File: src/rtl/circular_buffer_deque_unit_assert.svh
// Assertion macros for the circular buffer deque unit.
// The using module must provide clk and rst_n in scope.
`ifndef CIRCULAR_BUFFER_DEQUE_UNIT_ASSERT_SVH
`define CIRCULAR_BUFFER_DEQUE_UNIT_ASSERT_SVH

// Consequent must hold in the same cycle as the antecedent.
`define CBD_ASSERT_SAME(lbl, ante, cons, msg) \
  lbl: assert property (@(posedge clk) disable iff (!rst_n) (ante) |-> (cons)) \
    else $error(msg);

// Consequent must hold in the cycle after the antecedent.
`define CBD_ASSERT_NEXT(lbl, ante, cons, msg) \
  lbl: assert property (@(posedge clk) disable iff (!rst_n) (ante) |=> (cons)) \
    else $error(msg);

`endif

File: src/rtl/cbd_pkg.sv
// Shared types and constants of the circular buffer deque unit.
// No dependencies.
package cbd_pkg;

  localparam int WORD_W     = 32;
  localparam int CMD_W      = 3;
  localparam int ITEM_CNT_W = 7;
  localparam int STATUS_W   = 2;

  typedef logic [CMD_W-1:0]        cmd_t;
  typedef logic signed [WORD_W-1:0] word_t;
  typedef logic [ITEM_CNT_W-1:0]   item_cnt_t;
  typedef logic [STATUS_W-1:0]     status_t;

  localparam cmd_t CMD_PUSH_BACK  = 3'd0;
  localparam cmd_t CMD_PUSH_FRONT = 3'd1;
  localparam cmd_t CMD_POP_BACK   = 3'd2;
  localparam cmd_t CMD_POP_FRONT  = 3'd3;

  localparam status_t ST_OK    = 2'd0;
  localparam status_t ST_FULL  = 2'd1;
  localparam status_t ST_EMPTY = 2'd2;

endpackage

File: src/rtl/cbd_ram.sv
// Word store of the deque: one write port and one read port, registered read.
// Depends on cbd_pkg.
module cbd_ram import cbd_pkg::*; #(
  parameter int DEPTH = 64,
  localparam int AW = $clog2(DEPTH)
) (
  input  logic          clk,
  input  logic          we,
  input  logic [AW-1:0] waddr,
  input  word_t         wdata,
  input  logic          re,
  input  logic [AW-1:0] raddr,
  output word_t         rdata
);

  word_t mem [DEPTH];

  always_ff @(posedge clk) begin
    if (we) begin
      mem[waddr] <= wdata;
    end
    if (re) begin
      rdata <= mem[raddr];
    end
  end

endmodule

File: config.mk
export PLATFORM = sky130hd
export DESIGN_NAME = cbd_ram
export DESIGN_NICKNAME = d
export VERILOG_FILES = /design/src/rtl/circular_buffer_deque_unit_assert.svh /design/src/rtl/cbd_pkg.sv /design/src/rtl/cbd_ram.sv
export SDC_FILE = /design/constraint.sdc
export NUM_CORES = 2
export LEC_CHECK = 0
export BUFFER_PORTS_ARGS = -buffer_cell sky130_fd_sc_hd__buf_2
export CAP_MARGIN = 20
export CORE_ASPECT_RATIO = 0.8
export CORE_UTILIZATION = 60
export CTS_CLUSTER_DIAMETER = 60
export CTS_CLUSTER_SIZE = 24
export DETAILED_ROUTE_END_ITERATION = 7
export HOLD_SLACK_MARGIN = 0.03
export PLACE_DENSITY = 0.76
export SYNTH_ARGS = -nofsm -noshare
export SYNTH_HDL_FRONTEND = slang
export SYNTH_SLANG_ARGS = --single-unit
File: constraint.sdc
create_clock -name clk -period 4.5 [get_ports clk]
set_input_delay 0.225 -clock clk [delete_from_list [all_inputs] [get_ports clk]]
set_output_delay 0.225 -clock clk [all_outputs]
set_load 0.03 [all_outputs]
==> flow_results.xml <==
<?xml version="1.0" encoding="UTF-8"?>
<metrics>
  <group name="outcome">
    <metric name="status" unit="">completed</metric>
  </group>
  <group name="cts">
    <metric name="clkTransAtPathRegs" unit="ps">100</metric>
    <metric name="cts_resized" unit="">0</metric>
    <metric name="cts.repair_timing.setup_buffer_count" unit="">0</metric>
    <metric name="clock_insertion_delay_worst_skew" unit="ps">770</metric>
    <metric name="clock-root-buffer" unit="">sky130_fd_sc_hd__clkbuf_16</metric>
    <metric name="cts_tree" unit="">done</metric>
    <metric name="cts_made_buffers" unit="">114</metric>
    <metric name="cts.hold.buffers_added" unit="">1</metric>
    <metric name="cts_max_path_buffers" unit="">3</metric>
    <metric name="cts_sinks" unit="">2080</metric>
    <metric name="h_tree_depth" unit="">3</metric>
  </group>
  <group name="worst_setup_path">
    <metric name="worst_case_reg_to_reg_path_depth" unit="">4</metric>
    <metric name="worstSetupStartpointType" unit="">input port</metric>
    <metric name="worst-endpoint-required" unit="ps">4980</metric>
    <metric name="rr_startpoint" unit="">mem[51][31]</metric>
    <metric name="worstSetupStartpoint" unit="">raddr[1]</metric>
    <metric name="worstSetupEndpointType" unit="">flop</metric>
    <metric name="worst_r2r_endpoint" unit="">rdata[31]</metric>
    <metric name="worst_reg2reg_setup_slack" unit="ps">1950</metric>
    <metric name="setup.worst_path.class" unit="">in -&gt; reg</metric>
    <metric name="crit_path_max_fanout" unit="">91</metric>
    <metric name="arrival" unit="ps">3390</metric>
  </group>
  <group name="placed_design">
    <metric name="dp_hpwl" unit="mm">116</metric>
    <metric name="post_placement_cell_area" unit="µm²">82500</metric>
    <metric name="gp_congestion" unit="">0.872</metric>
    <metric name="buffers_added_on_ports" unit="">78</metric>
  </group>
  <group name="power">
    <metric name="vdd_drop_max" unit="mV">0.409</metric>
    <metric name="power-per-cell-area" unit="nW/µm²">409</metric>
    <metric name="p_leak" unit="nW">26.7</metric>
  </group>
  <group name="die">
    <metric name="die_width" unit="µm">407</metric>
    <metric name="chipHeight" unit="µm">326</metric>
    <metric name="boundaryPins" unit="">79</metric>
    <metric name="core" unit="µm²">130000</metric>
    <metric name="design.die.area" unit="µm²">133000</metric>
    <metric name="rows" unit="">118</metric>
    <metric name="starting_utilization_of_the_core_area" unit="%">60.7</metric>
  </group>
  <group name="route">
    <metric name="route.detailed.wl_per_inst" unit="µm">37.7</metric>
    <metric name="route.detailed.vias_per_inst" unit="">7.12</metric>
    <metric name="detailroute.via_count" unit="">38100</metric>
    <metric name="detail_route.drc_violations" unit="">0</metric>
    <metric name="1st_pass_router_iterations" unit="">8</metric>
    <metric name="drtAntennaViolNets" unit="">0</metric>
    <metric name="drt-total-wl" unit="mm">202</metric>
    <metric name="drt-initial-drc-count" unit="">6762</metric>
  </group>
  <group name="timing">
    <metric name="hold_viol_final" unit="">0</metric>
    <metric name="timing.max_slew.rel_slack" unit="%">18.2</metric>
    <metric name="maxClockFrequency" unit="MHz">344</metric>
    <metric name="finalCriticalPeriod" unit="ps">2910</metric>
    <metric name="clock-skew-final" unit="ps">39.5</metric>
    <metric name="setup_tns" unit="ps">0</metric>
    <metric name="rsz0062_at_grt" unit="">no</metric>
    <metric name="slew_viols_final" unit="">0</metric>
    <metric name="final-setup-viol-count" unit="">0</metric>
    <metric name="min_period_over_period" unit="%">64.6</metric>
    <metric name="worst-slew-pin-transition" unit="ps">1230</metric>
  </group>
  <group name="synthesis">
    <metric name="sequential_cell_area_fraction_in_the_yosys_report" unit="%">79.2</metric>
    <metric name="average_footprint_of_a_synthesized_cell" unit="µm²">23.7</metric>
    <metric name="yosys-mux-area-fraction" unit="%">16.7</metric>
    <metric name="synth-adder-area-share" unit="%">0</metric>
    <metric name="synth_compound_gate_area_share" unit="%">1.67</metric>
    <metric name="post_synth_inst_count" unit="">3324</metric>
    <metric name="synth-seq-cells" unit="">2080</metric>
    <metric name="synthXorXnorAreaFrac" unit="%">0</metric>
    <metric name="largest_family_of_logic_cells_by_synthesized_area" unit="">multiplexers</metric>
    <metric name="ys_types" unit="">33</metric>
    <metric name="synthFlopType" unit="">sky130_fd_sc_hd__edfxtp_1</metric>
    <metric name="synthesized_netlist_net_count" unit="">3371</metric>
    <metric name="number_of_enable_flip_flop_cells_after_synthesis" unit="">2080</metric>
    <metric name="yosysWarnings" unit="">0</metric>
    <metric name="synth_simple_gate_area_share" unit="%">1.26</metric>
    <metric name="asyncSetResetFlopFracSynth" unit="%">0</metric>
    <metric name="synth_area" unit="µm²">78800</metric>
  </group>
  <group name="min_path">
    <metric name="hold_start" unit="">wdata[27]</metric>
    <metric name="worst_hold_path.endpoint" unit="">mem[33][27]</metric>
    <metric name="hold_class" unit="">in -&gt; reg</metric>
    <metric name="worst_hold_path.num_cells" unit="">1</metric>
  </group>
  <group name="global_route">
    <metric name="grt_overflow" unit="">0</metric>
    <metric name="via_count_of_the_first_global_routing_pass" unit="">37200</metric>
    <metric name="grt_max_degree" unit="">92</metric>
    <metric name="grt_util_all_layers" unit="%">30.6</metric>
    <metric name="antenna_found_initial" unit="">28</metric>
    <metric name="first_pass_grt_wire_length" unit="mm">282</metric>
  </group>
  <group name="layout">
    <metric name="seq_cell_area" unit="µm²">62500</metric>
    <metric name="layout.nets" unit="">3579</metric>
    <metric name="multi_input_comb_area" unit="µm²">16000</metric>
    <metric name="areaGrowthSynthToFinish" unit="%">10.0</metric>
    <metric name="fillers" unit="">7816</metric>
    <metric name="final_layout_size_suffix_gt1_share" unit="%">29.1</metric>
    <metric name="finalInstanceArea" unit="µm²">86700</metric>
  </group>
  <group name="job">
    <metric name="max_cap_violations" unit="">0</metric>
  </group>
</metrics>
metrics by stage:
stage / total power, W / worst slack [ps] / hold WS (ps) / util (%) / instances
after floorplan: 0.0230 / 1120 / 324 / - / 3324
after CTS: 0.0355 / 1720 / 61.2 / 66.4 / 5319
after detailed placement: 0.0241 / 944 / 678 / 63.5 / 5128
after global routing: 0.0363 / 1600 / 51.1 / 66.7 / 5348
final: 0.0355 / 1590 / 36.8 / 66.8 / 5354
after global placement: 0.0240 / 930 / 661 / 63.5 / 5128
metal layers:
layer  global-route usage, %  share of wire [%]
met1                    45.0                 35
met2                    45.1                 45
met3                    10.0                 16
met4                    8.18                3.1
met5                       0               0.16
final cells by class:
cell class | count | area share (%)
Multi-Input combinational cell | 1062 | 18.4
Timing Repair Buffer | 274 | 2.67
Sequential cell | 2080 | 72.0
Tap cell | 1740 | 2.51
Clock inverter | 66 | 0.971
Antenna cell | 8 | 0.0231
Clock buffer | 124 | 3.41
synthesized netlist by cell type (2+ instances only):
library cell | n | share of area (%)
sky130_fd_sc_hd__edfxtp_1 | 2080 | 79
sky130_fd_sc_hd__mux4_2 | 544 | 16
sky130_fd_sc_hd__nor2_1 | 137 | 0.65
sky130_fd_sc_hd__mux2i_1 | 93 | 1.2
sky130_fd_sc_hd__o22ai_1 | 84 | 0.67
sky130_fd_sc_hd__clkbuf_1 | 74 | 0.35
sky130_fd_sc_hd__a21oi_1 | 62 | 0.39
sky130_fd_sc_hd__buf_2 | 57 | 0.36
sky130_fd_sc_hd__o221ai_1 | 27 | 0.30
sky130_fd_sc_hd__nand2_1 | 26 | 0.12
sky130_fd_sc_hd__buf_4 | 25 | 0.24
sky130_fd_sc_hd__buf_1 | 21 | 0.10
sky130_fd_sc_hd__nor2b_1 | 15 | 0.12
sky130_fd_sc_hd__a22oi_1 | 12 | 0.11
sky130_fd_sc_hd__a311oi_1 | 8 | 0.089
sky130_fd_sc_hd__nand2b_1 | 8 | 0.063
sky130_fd_sc_hd__nor3_1 | 7 | 0.044
sky130_fd_sc_hd__buf_6 | 5 | 0.071
sky130_fd_sc_hd__nand3_1 | 5 | 0.032
sky130_fd_sc_hd__nand3b_1 | 5 | 0.048
sky130_fd_sc_hd__a41o_1 | 4 | 0.051
sky130_fd_sc_hd__and3_1 | 4 | 0.032
sky130_fd_sc_hd__o32ai_1 | 4 | 0.044
sky130_fd_sc_hd__or3_1 | 3 | 0.024
sky130_fd_sc_hd__or3b_2 | 3 | 0.033
sky130_fd_sc_hd__and2_1 | 2 | 0.016
sky130_fd_sc_hd__nand4_1 | 2 | 0.016
sky130_fd_sc_hd__or3b_1 | 2 | 0.022
how the worst max path moves through the flow:
stage,end,slack (ps),cells past startpoint
6_report,rdata[31],1590,6
5_1_grt,rdata[31],1600,6
4_1_cts,rdata[10],1720,8
3_5_place_dp,rdata[4],940,7
3_3_place_gp,rdata[12],930,7
2_1_floorplan,mem[48][0],1120,4
cells in the final DEF, fill, tap and decap left out, types with 15 or more instances in the layout:
cell type	count
sky130_fd_sc_hd__mux4_2	544
sky130_fd_sc_hd__o221ai_1	27
sky130_fd_sc_hd__clkbuf_16	117
sky130_fd_sc_hd__o22ai_1	84
sky130_fd_sc_hd__mux2i_1	93
sky130_fd_sc_hd__nand2_1	26
sky130_fd_sc_hd__nor2b_1	15
sky130_fd_sc_hd__edfxtp_1	2080
sky130_fd_sc_hd__nor2_1	75
sky130_fd_sc_hd__buf_4	153
sky130_fd_sc_hd__buf_2	73
sky130_fd_sc_hd__nor2_4	62
sky130_fd_sc_hd__a21oi_1	62
sky130_fd_sc_hd__buf_12	31
cells by family (layout without fill, tap and decap cells):
group,count (synthesis),after routing
flops,2080,2080
mux,637,637
simple gates,223,223
compound gates,202,202
buf+inv,182,464
other cells,0,8
state kept, by name, summed over array words and instances (netlist names):
signal and flops:
mem 2048, rdata 32
worst max-delay path, cell delays in order:
cell	delay, ps
sky130_fd_sc_hd__buf_8	630
sky130_fd_sc_hd__buf_4	560
sky130_fd_sc_hd__mux4_2	390
sky130_fd_sc_hd__mux4_2	610
sky130_fd_sc_hd__o22ai_1	670
sky130_fd_sc_hd__nor2_1	120
power by group:
group | leakage, nW | internal (W) | total, W | switching [W]
Clock | 1.84 | 0.00544 | 0.0118 | 0.00636
Sequential | 18.7 | 0.0215 | 0.0215 | 0.0000834
Combinational | 6.12 | 0.000763 | 0.00217 | 0.00141
No activity file was read; power rests on OpenSTA's default activity.
